<file path="src/rtl/tle_pkg.sv">
package tle_pkg;

    // Default line width in characters.
    localparam int LINE_WIDTH_DEF = 40;

    localparam int ACTION_W = 3;
    localparam int ERASE_W  = 6;

    // Echo actions.
    localparam logic [ACTION_W-1:0] ACT_ECHO    = 3'd0;
    localparam logic [ACTION_W-1:0] ACT_ERASE   = 3'd1;
    localparam logic [ACTION_W-1:0] ACT_NEWLINE = 3'd2;
    localparam logic [ACTION_W-1:0] ACT_BELL    = 3'd3;
    localparam logic [ACTION_W-1:0] ACT_END     = 3'd4;

    // Keyboard codes.
    localparam logic [7:0] KEY_EOF        = 8'd4;
    localparam logic [7:0] KEY_BS         = 8'd8;
    localparam logic [7:0] KEY_KILL       = 8'd21;
    localparam logic [7:0] KEY_WERASE     = 8'd23;
    localparam logic [7:0] KEY_SPACE      = 8'd32;
    localparam logic [7:0] KEY_LAST_PRINT = 8'd126;
    localparam logic [7:0] KEY_DEL        = 8'd127;

    typedef struct packed {
        logic [ACTION_W-1:0] action;
        logic [7:0]          echo_value;
        logic [ERASE_W-1:0]  erase_count;
        logic                last_of_run;
    } result_t;

    typedef struct packed {
        logic    push;
        result_t res;
    } res_push_t;

endpackage

</file>
<file path="src/rtl/tle_line_mem.sv">
module tle_line_mem #(
    parameter int LINE_WIDTH = tle_pkg::LINE_WIDTH_DEF
) (
    input  logic                          clk,
    input  logic                          wr_en,
    input  logic [$clog2(LINE_WIDTH)-1:0] wr_addr,
    input  logic [7:0]                    wr_data,
    input  logic                          rd_en,
    input  logic [$clog2(LINE_WIDTH)-1:0] rd_addr,
    output logic [7:0]                    rd_data
);

    logic [7:0] mem [LINE_WIDTH];
    logic [7:0] rd_data_reg;

    // One write port and one registered read port; the read data holds
    // until the next read is issued.
    always_ff @(posedge clk)
    begin
        if (wr_en)
        begin
            mem[wr_addr] <= wr_data;
        end
        if (rd_en)
        begin
            rd_data_reg <= mem[rd_addr];
        end
    end

    assign rd_data = rd_data_reg;

endmodule

</file>
<file path="src/rtl/tle_out_stage.sv">
module tle_out_stage (
    input  logic                clk,
    input  logic                rst_n,
    input  tle_pkg::res_push_t  push_in,
    output logic                room,
    output logic                res_valid,
    input  logic                res_stall,
    output tle_pkg::result_t    res
);

    import tle_pkg::*;

    logic    valid_reg;
    logic    valid_next;
    result_t res_reg;

    // A new word may be loaded when the register is empty or is being taken.
    assign room       = !valid_reg || !res_stall;
    assign valid_next = push_in.push || (valid_reg && res_stall);

    always_ff @(posedge clk or negedge rst_n)
    begin
        if (!rst_n)
        begin
            valid_reg <= 1'b0;
        end
        else
        begin
            valid_reg <= valid_next;
        end
    end

    always_ff @(posedge clk)
    begin
        if (push_in.push)
        begin
            res_reg <= push_in.res;
        end
    end

    assign res_valid = valid_reg;
    assign res       = res_reg;

endmodule

</file>
<file path="src/rtl/tle_ctrl.sv">
module tle_ctrl #(
    parameter int LINE_WIDTH = tle_pkg::LINE_WIDTH_DEF
) (
    input  logic                          clk,
    input  logic                          rst_n,
    input  logic                          key_valid,
    output logic                          key_stall,
    input  logic [7:0]                    key_byte,
    input  logic                          room,
    output tle_pkg::res_push_t            push_out,
    output logic                          mem_wr_en,
    output logic [$clog2(LINE_WIDTH)-1:0] mem_wr_addr,
    output logic [7:0]                    mem_wr_data,
    output logic                          mem_rd_en,
    output logic [$clog2(LINE_WIDTH)-1:0] mem_rd_addr,
    input  logic [7:0]                    mem_rd_data
);

    import tle_pkg::*;

    localparam int ADDR_W = $clog2(LINE_WIDTH);
    localparam int LEN_W  = $clog2(LINE_WIDTH + 1);
    localparam logic [LEN_W-1:0] FULL_LEN = LEN_W'(LINE_WIDTH);
    localparam logic [LEN_W-1:0] LEN_ONE  = LEN_W'(1);

    localparam logic [3:0] S_IDLE    = 4'd0;
    localparam logic [3:0] S_DISP    = 4'd1;
    localparam logic [3:0] S_SCAN    = 4'd2;
    localparam logic [3:0] S_ERASE   = 4'd3;
    localparam logic [3:0] S_NL      = 4'd4;
    localparam logic [3:0] S_COPY_RD = 4'd5;
    localparam logic [3:0] S_COPY    = 4'd6;
    localparam logic [3:0] S_STORE   = 4'd7;

    logic [3:0]       state_reg, state_next;
    logic [LEN_W-1:0] len_reg, len_next;
    logic             closed_reg, closed_next;
    logic [7:0]       key_reg, key_next;
    logic [LEN_W-1:0] scan_n_reg, scan_n_next;
    logic             phase_reg, phase_next;
    logic             wrap_reg, wrap_next;
    logic [LEN_W-1:0] cnt_reg, cnt_next;
    logic [LEN_W-1:0] start_reg, start_next;
    logic [LEN_W-1:0] j_reg, j_next;

    logic             is_space;
    logic             scan_dec;
    logic             is_print;
    logic [LEN_W-1:0] n_dec;
    logic [LEN_W-1:0] n_dec_m1;
    logic [LEN_W-1:0] len_m1;
    logic [LEN_W-1:0] found;
    logic [LEN_W-1:0] j_inc;
    logic [LEN_W-1:0] src_first;
    logic [LEN_W-1:0] src_next;

    assign is_space  = (mem_rd_data == KEY_SPACE);
    assign scan_dec  = !phase_reg || !is_space;
    assign is_print  = (key_reg >= KEY_SPACE) && (key_reg <= KEY_LAST_PRINT);
    assign n_dec     = scan_n_reg - LEN_ONE;
    assign n_dec_m1  = n_dec - LEN_ONE;
    assign len_m1    = len_reg - LEN_ONE;
    assign found     = scan_dec ? '0 : scan_n_reg;
    assign j_inc     = j_reg + LEN_ONE;
    assign src_first = start_reg;
    assign src_next  = start_reg + j_inc;

    assign key_stall = (state_reg != S_IDLE);

    always_comb
    begin
        state_next  = state_reg;
        len_next    = len_reg;
        closed_next = closed_reg;
        key_next    = key_reg;
        scan_n_next = scan_n_reg;
        phase_next  = phase_reg;
        wrap_next   = wrap_reg;
        cnt_next    = cnt_reg;
        start_next  = start_reg;
        j_next      = j_reg;
        push_out    = '0;
        mem_wr_en   = 1'b0;
        mem_wr_addr = '0;
        mem_wr_data = '0;
        mem_rd_en   = 1'b0;
        mem_rd_addr = '0;

        unique case (state_reg)
            S_IDLE:
            begin
                if (key_valid && !closed_reg)
                begin
                    key_next   = key_byte;
                    state_next = S_DISP;
                end
            end

            S_DISP:
            begin
                if (key_reg == KEY_EOF && len_reg == '0)
                begin
                    if (room)
                    begin
                        push_out.push            = 1'b1;
                        push_out.res.action      = ACT_END;
                        push_out.res.last_of_run = 1'b1;
                        closed_next              = 1'b1;
                        state_next               = S_IDLE;
                    end
                end
                else if (key_reg == KEY_BS || key_reg == KEY_DEL)
                begin
                    if (len_reg == '0)
                    begin
                        state_next = S_IDLE;
                    end
                    else if (room)
                    begin
                        push_out.push            = 1'b1;
                        push_out.res.action      = ACT_ERASE;
                        push_out.res.erase_count = ERASE_W'(1);
                        push_out.res.last_of_run = 1'b1;
                        len_next                 = len_m1;
                        state_next               = S_IDLE;
                    end
                end
                else if (key_reg == KEY_KILL)
                begin
                    if (len_reg == '0)
                    begin
                        state_next = S_IDLE;
                    end
                    else if (room)
                    begin
                        push_out.push            = 1'b1;
                        push_out.res.action      = ACT_ERASE;
                        push_out.res.erase_count = ERASE_W'(len_reg);
                        push_out.res.last_of_run = 1'b1;
                        len_next                 = '0;
                        state_next               = S_IDLE;
                    end
                end
                else if (key_reg == KEY_WERASE)
                begin
                    if (len_reg == '0)
                    begin
                        state_next = S_IDLE;
                    end
                    else
                    begin
                        mem_rd_en   = 1'b1;
                        mem_rd_addr = len_m1[ADDR_W-1:0];
                        scan_n_next = len_reg;
                        phase_next  = 1'b0;
                        wrap_next   = 1'b0;
                        state_next  = S_SCAN;
                    end
                end
                else if (is_print)
                begin
                    if (len_reg < FULL_LEN)
                    begin
                        wrap_next  = 1'b0;
                        state_next = S_STORE;
                    end
                    else
                    begin
                        mem_rd_en   = 1'b1;
                        mem_rd_addr = len_m1[ADDR_W-1:0];
                        scan_n_next = len_reg;
                        phase_next  = 1'b1;
                        wrap_next   = 1'b1;
                        state_next  = S_SCAN;
                    end
                end
                else if (room)
                begin
                    push_out.push            = 1'b1;
                    push_out.res.action      = ACT_BELL;
                    push_out.res.last_of_run = 1'b1;
                    state_next               = S_IDLE;
                end
            end

            S_SCAN:
            begin
                if (scan_dec && n_dec != '0)
                begin
                    mem_rd_en   = 1'b1;
                    mem_rd_addr = n_dec_m1[ADDR_W-1:0];
                    scan_n_next = n_dec;
                    if (!is_space)
                    begin
                        phase_next = 1'b1;
                    end
                end
                else
                begin
                    cnt_next   = len_reg - found;
                    start_next = found;
                    if (!wrap_reg)
                    begin
                        len_next   = found;
                        state_next = S_ERASE;
                    end
                    else if (found == '0)
                    begin
                        len_next   = '0;
                        state_next = S_NL;
                    end
                    else
                    begin
                        len_next   = len_reg - found;
                        state_next = (len_reg != found) ? S_ERASE : S_NL;
                    end
                end
            end

            S_ERASE:
            begin
                if (room)
                begin
                    push_out.push            = 1'b1;
                    push_out.res.action      = ACT_ERASE;
                    push_out.res.erase_count = ERASE_W'(cnt_reg);
                    push_out.res.last_of_run = !wrap_reg;
                    state_next               = wrap_reg ? S_NL : S_IDLE;
                end
            end

            S_NL:
            begin
                if (room)
                begin
                    push_out.push       = 1'b1;
                    push_out.res.action = ACT_NEWLINE;
                    j_next              = '0;
                    state_next          = (len_reg != '0) ? S_COPY_RD : S_STORE;
                end
            end

            S_COPY_RD:
            begin
                mem_rd_en   = 1'b1;
                mem_rd_addr = src_first[ADDR_W-1:0];
                state_next  = S_COPY;
            end

            S_COPY:
            begin
                if (room)
                begin
                    push_out.push           = 1'b1;
                    push_out.res.action     = ACT_ECHO;
                    push_out.res.echo_value = mem_rd_data;
                    mem_wr_en               = 1'b1;
                    mem_wr_addr             = j_reg[ADDR_W-1:0];
                    mem_wr_data             = mem_rd_data;
                    if (j_inc < len_reg)
                    begin
                        mem_rd_en   = 1'b1;
                        mem_rd_addr = src_next[ADDR_W-1:0];
                        j_next      = j_inc;
                    end
                    else
                    begin
                        state_next = S_STORE;
                    end
                end
            end

            S_STORE:
            begin
                if (room)
                begin
                    push_out.push            = 1'b1;
                    push_out.res.action      = ACT_ECHO;
                    push_out.res.echo_value  = key_reg;
                    push_out.res.last_of_run = 1'b1;
                    mem_wr_en                = 1'b1;
                    mem_wr_addr              = len_reg[ADDR_W-1:0];
                    mem_wr_data              = key_reg;
                    len_next                 = len_reg + LEN_ONE;
                    state_next               = S_IDLE;
                end
            end

            default:
            begin
                state_next = S_IDLE;
            end
        endcase
    end

    always_ff @(posedge clk or negedge rst_n)
    begin
        if (!rst_n)
        begin
            state_reg  <= S_IDLE;
            len_reg    <= '0;
            closed_reg <= 1'b0;
        end
        else
        begin
            state_reg  <= state_next;
            len_reg    <= len_next;
            closed_reg <= closed_next;
        end
    end

    always_ff @(posedge clk)
    begin
        key_reg    <= key_next;
        scan_n_reg <= scan_n_next;
        phase_reg  <= phase_next;
        wrap_reg   <= wrap_next;
        cnt_reg    <= cnt_next;
        start_reg  <= start_next;
        j_reg      <= j_next;
    end

endmodule

</file>
<file path="src/rtl/terminal_line_editor_word_wrap.sv">
// Terminal line editor with word wrap.
// The key channel (key_valid, key_stall, key_byte) takes one keyboard byte
// per word. The result channel (res_valid, res_stall and the four result
// fields) gives the echo actions for that byte, one word each, the last of
// a run marked by last_of_run. A byte may cause no result at all.
// The line is held in a memory of LINE_WIDTH characters with a registered read.
// Without stalls, a printable byte that finds room passes through the dispatch
// and store states before the next byte is accepted, and its result is loaded
// in the store state; a single erase, a line kill, a bell or the end of input
// is handled in the dispatch state alone, which loads its result. A word erase
// walks back through the memory one character per cycle. A wrap scans back for
// the last space and then copies the trailing word to the start of the line,
// one character per cycle while the output register has room. The memory's
// single read port sets this pace.
// Reset empties the line and reopens input; the memory itself is not
// cleared, as only characters below the line length are ever read.
// When the receiver stalls, the result waits in the output register and
// the editor pauses before producing the next one; a new byte is still
// taken while the last result of the previous byte waits.
module terminal_line_editor_word_wrap #(
    parameter int LINE_WIDTH = tle_pkg::LINE_WIDTH_DEF
) (
    input  logic                           clk,
    input  logic                           rst_n,
    input  logic                           key_valid,
    output logic                           key_stall,
    input  logic [7:0]                     key_byte,
    output logic                           res_valid,
    input  logic                           res_stall,
    output logic [tle_pkg::ACTION_W-1:0]   action,
    output logic [7:0]                     echo_value,
    output logic [tle_pkg::ERASE_W-1:0]    erase_count,
    output logic                           last_of_run
);

    import tle_pkg::*;

    localparam int ADDR_W = $clog2(LINE_WIDTH);

    // Controller to output register, and output register back-pressure.
    res_push_t   push;
    logic        room;
    result_t     res;

    // Line memory port signals.
    logic              mem_wr_en;
    logic [ADDR_W-1:0] mem_wr_addr;
    logic [7:0]        mem_wr_data;
    logic              mem_rd_en;
    logic [ADDR_W-1:0] mem_rd_addr;
    logic [7:0]        mem_rd_data;

    // The controller sequences each byte, using the line memory where needed, and
    // hands each result word to the output register when it has room.
    tle_ctrl #(
        .LINE_WIDTH (LINE_WIDTH)
    ) u_ctrl (
        .clk         (clk),
        .rst_n       (rst_n),
        .key_valid   (key_valid),
        .key_stall   (key_stall),
        .key_byte    (key_byte),
        .room        (room),
        .push_out    (push),
        .mem_wr_en   (mem_wr_en),
        .mem_wr_addr (mem_wr_addr),
        .mem_wr_data (mem_wr_data),
        .mem_rd_en   (mem_rd_en),
        .mem_rd_addr (mem_rd_addr),
        .mem_rd_data (mem_rd_data)
    );

    // The stored characters of the current line.
    tle_line_mem #(
        .LINE_WIDTH (LINE_WIDTH)
    ) u_line_mem (
        .clk     (clk),
        .wr_en   (mem_wr_en),
        .wr_addr (mem_wr_addr),
        .wr_data (mem_wr_data),
        .rd_en   (mem_rd_en),
        .rd_addr (mem_rd_addr),
        .rd_data (mem_rd_data)
    );

    // The output register separates the editor from a stalling receiver.
    tle_out_stage u_out_stage (
        .clk       (clk),
        .rst_n     (rst_n),
        .push_in   (push),
        .room      (room),
        .res_valid (res_valid),
        .res_stall (res_stall),
        .res       (res)
    );

    assign action      = res.action;
    assign echo_value  = res.echo_value;
    assign erase_count = res.erase_count;
    assign last_of_run = res.last_of_run;

endmodule

</file>
<file path="config.mk">
export PLATFORM = sky130hd
export DESIGN_NAME = terminal_line_editor_word_wrap
export DESIGN_NICKNAME = d
export VERILOG_FILES = /design/src/rtl/tle_pkg.sv /design/src/rtl/tle_line_mem.sv /design/src/rtl/tle_out_stage.sv /design/src/rtl/tle_ctrl.sv /design/src/rtl/terminal_line_editor_word_wrap.sv
export SDC_FILE = /design/constraint.sdc
export NUM_CORES = 1
export LEC_CHECK = 0
export ABC_CLOCK_PERIOD_IN_PS = 7400
export BUFFER_PORTS_ARGS = -buffer_cell sky130_fd_sc_hd__buf_2
export CAP_MARGIN = 20
export CELL_PAD_IN_SITES_DETAIL_PLACEMENT = 0
export CELL_PAD_IN_SITES_GLOBAL_PLACEMENT = 1
export CORE_MARGIN = 5
export CORE_UTILIZATION = 53
export CTS_CLUSTER_SIZE = 20
export DETAILED_ROUTE_END_ITERATION = 10
export HOLD_SLACK_MARGIN = 0.1
export PLACE_DENSITY_LB_ADDON = 0.1
export SETUP_SLACK_MARGIN = 0.15
export SKIP_LAST_GASP = 1
export SYNTH_ARGS = -nofsm -noshare
export SYNTH_HDL_FRONTEND = slang
export SYNTH_SLANG_ARGS = --single-unit
</file>
<file path="constraint.sdc">
create_clock -name clk -period 7.4 [get_ports clk]
set_input_delay 0.74 -clock clk [delete_from_list [all_inputs] [get_ports clk]]
set_output_delay 0.74 -clock clk [all_outputs]
set_load 0.05 [all_outputs]
</file>
==> run_results.csv <==
group,metric,value,unit
outcome,status,"complete, no violations",
synthesis,synth_area_leader_cell,"edfxtp_1",
detailed_routing,wl,46.0,mm
synthesis,async_reset_ff_share,3.06,%
sta,post-route-min-period,5.31,ns
critical_path,start_kind,"register",
synthesis,synth_area_leaders,"edfxtp_1, mux2i_1, nand2_1",
min_path,holdCritPathClass,"in -> reg",
synthesis,synth_top_area_share,64.0,%
pwr,p_comb_share,4.4,%
sta,skew,0.0127,ns
critical_path,cp.required,7.65,ns
detailed_routing,viasPerCell,6.15,
detailed_routing,firstDrtPassIters,5,
cells_and_area,diodes,0,
run,maxCapViolCount,0,
die,io_pins,32,
sta,fin_crit_sh,71.8,%
detailed_routing,ant_nets,0,
place,place_hpwl,29.8,mm
critical_path,cp_slowest_cell,"a222oi_1",
pwr,power.switching,0.00101,W
critical_path,crit_chain,"nand3_1 -> nor2_1 -> xor2_1 -> ha_1 -> nand4_1 -> o21bai_1 -> and3_1 -> a222oi_1 -> nand2_2 -> buf_4 -> a211oi_2 -> a211oi_1 -> a2111oi_0 -> nand4_1",
sta,rsz0062_at_grt,"no",
critical_path,regToRegSetupSlack,2.09,ns
cells_and_area,layout_common_cells,"edfxtp_1, nand2_1, mux2i_1, nor2_1, a21oi_1",
place,io_buffers,31,
sta,slew_violations,0,
critical_path,cp_max_fo,28,
die,start_util,53.4,%
global_route,antenna_found_initial,2,
global_route,grt-ovfl-total,0,
clocking,ctsResizeCount,0,
clocking,clk_latency,0.55,ns
detailed_routing,drc,0,
clocking,postCtsSetupBuffers,0,
clocking,cts_inserted_buffers,42,
cells_and_area,regArea,11700,µm²
critical_path,r2r_cells,14,
cells_and_area,drive_gt1_share,11.8,%
die,fp.dieH,193,µm
critical_path,timing.rr.start,"u_ctrl.j_reg[0]$_SDFFCE_PN0P_",
pwr,swShare,22.1,%
pwr,p_per_area,234,nW/µm²
critical_path,slowest_delay,0.89,ns
critical_path,rr_endpoint,"u_line_mem.rd_data[1]$_DFFE_PP_",
pwr,ir_drop,0.000173,V
cells_and_area,final_nets,1396,
cells_and_area,fillCellCount,2764,
sta,setup_tns,0,ns
cells_and_area,final_common_cell,"edfxtp_1",
synthesis,ys_warn_count,0,
die,die_x,193,µm
critical_path,worstSetupEndpointType,"register",
synthesis,yosysUniqueCellTypes,85,
synthesis,synth_seq_cells,392,
cells_and_area,syn_to_final_growth,9.94,%
critical_path,critPathMostFrequentCell,"nand4_1",
sta,timing.fmax,188,MHz
die,rows,67,
global_route,grt_max_degree,108,
detailed_routing,vias,11300,
synthesis,synth_area,17800,µm²
critical_path,cp-endpoint,"u_line_mem.rd_data[1]$_DFFE_PP_",
clocking,cts_sinks,392,
clocking,clk_pin_slew,0.06,ns
detailed_routing,wl_per_cell,25.0,µm
critical_path,setup.worst_path.start,"u_ctrl.j_reg[0]$_SDFFCE_PN0P_",
clocking,cts_buffer_depth,3,
cells_and_area,largest_register_ffs,320,
clocking,cts_hold_buf,1,
pwr,power.static_leakage,7.39,nW
sta,setup_violations,0,
cells_and_area,multi_input_comb_area,5620,µm²
synthesis,synth_edf_count,380,
global_route,grt_pass1_vias,10800,
pwr,clockPowerShare,41.8,%
die,core_area,33400,µm²
synthesis,synth_nets,1369,
critical_path,cp.arrival,5.56,ns
synthesis,syn_inst,1333,
pwr,seqPwrFrac,53.8,%
sta,maxSlewHeadroom,30.6,%
clocking,cts_tree,"yes",
die,die_area,37400,µm²
sta,worst_pin_slew,1.04,ns
synthesis,ys_seq_area_share,65.7,%
clocking,clock_tree.root_cell,"clkbuf_16",
sta,finalHoldViolCount,0,
clocking,htree_levels,2,
synthesis,syn_avg_cell_area,13.4,µm²
cells_and_area,final_util,58.7,%
global_route,grt_pass1_wl,69.2,mm
place,gp_congestion,0.881,
global_route,grt_usage,24.2,%
detailed_routing,first_iter_violations,1285,
critical_path,crit_type,"reg -> reg",
synthesis,ys.flop_type,"edfxtp_1",
pwr,p_int,0.00357,W
-- per-stage QoR --
step	hold WS (ns)	worst slack (ns)	cell area [µm²]	cells	total power, W
after floorplan	0.440	2.27	17800	1333	0.00265
after global placement	0.453	1.94	18300	1759	0.00271
after CTS	0.344	1.89	19600	1836	0.00460
after detailed placement	0.460	1.94	18300	1761	0.00271
final	0.365	2.09	19600	1838	0.00458
after global routing	0.350	1.63	19600	1838	0.00472
-- critical path, delay by kind of cell, from the launching register on --
kind | cells | cell delay [ns]
AO/OA/AOI/OAI | 5 | 2.22
AND/OR/NAND/NOR | 6 | 1.36
flip-flops | 1 | 0.46
buffers and inverters | 1 | 0.41
XOR/XNOR | 1 | 0.31
adder cells (fa/ha/maj) | 1 | 0.23
-- routing by layer --
metal / vias to the layer above / GRT usage [%] / wire (µm)
li1: 5145 / - / -
met1: 5593 / 37.2 / 20800
met2: 491 / 35.0 / 20000
met3: 72 / 5.37 / 4160
met4: 2 / 6.74 / 1050
met5: - / 0 / 7
-- cells by family (layout without fill, tap and decap cells) --
logic type      count (synthesis)  count (layout)  synth area share (%)
flops                         392             392                  65.7
other cells                     1               1                0.0210
simple gates                  407             407                  10.9
buf+inv                        99             156                  2.88
compound gates                270             270                  10.8
xor+xnor                       27              27                  1.49
fa+ha+maj                      24              24                  1.77
mux                           113             113                  6.46
-- worst min-delay path by stage --
stage / start / to / slack, ns / cells past startpoint
after CTS: key_byte[1] / u_ctrl.key_reg[1]$_DFFE_PP_ / 0.34 / 1
final: key_byte[1] / u_ctrl.key_reg[1]$_DFFE_PP_ / 0.37 / 1
after floorplan: rst_n / u_ctrl.closed_reg$_DFFE_PN0P_ / 0.44 / 0
after global routing: key_byte[7] / u_ctrl.key_reg[7]$_DFFE_PP_ / 0.35 / 1
after global placement: u_ctrl.closed_reg$_DFFE_PN0P_ / u_ctrl.closed_reg$_DFFE_PN0P_ / 0.45 / 1
after detailed placement: u_ctrl.closed_reg$_DFFE_PN0P_ / u_ctrl.closed_reg$_DFFE_PN0P_ / 0.46 / 1
-- power groups by stage --
stage	clock network [W]	registers [W]	logic, W
global route	0.00204	0.00246	0.000218
CTS	0.00194	0.00246	0.000202
global placement	0	0.00251	0.000200
floorplan	0	0.00251	0.000136
finish	0.00191	0.00246	0.000203
detailed placement	0	0.00251	0.000200
-- cell usage after synthesis, types with 11 or more instances --
library cell	number
a211o_1	14
a211oi_1	21
a21oi_1	75
a22oi_1	20
and2_1	11
buf_2	24
buf_6	11
clkbuf_1	29
dfrtp_1	12
edfxtp_1	380
ha_1	22
inv_1	23
mux2_2	12
mux2i_1	100
nand2_1	165
nand3_1	44
nand4_1	15
nor2_1	95
nor3_1	13
nor4_1	15
o21ai_0	32
o22ai_1	11
xnor2_1	14
-- area by class of cell --
type	count	area share, %
Clock buffer	51	5.53
Clock inverter	23	0.766
Inverter	24	0.460
Multi-Input combinational cell	842	28.7
Sequential cell	392	59.8
Tap cell	448	2.86
Timing Repair Buffer	58	1.95
Note: power is estimated with default switching activity, not from simulation.
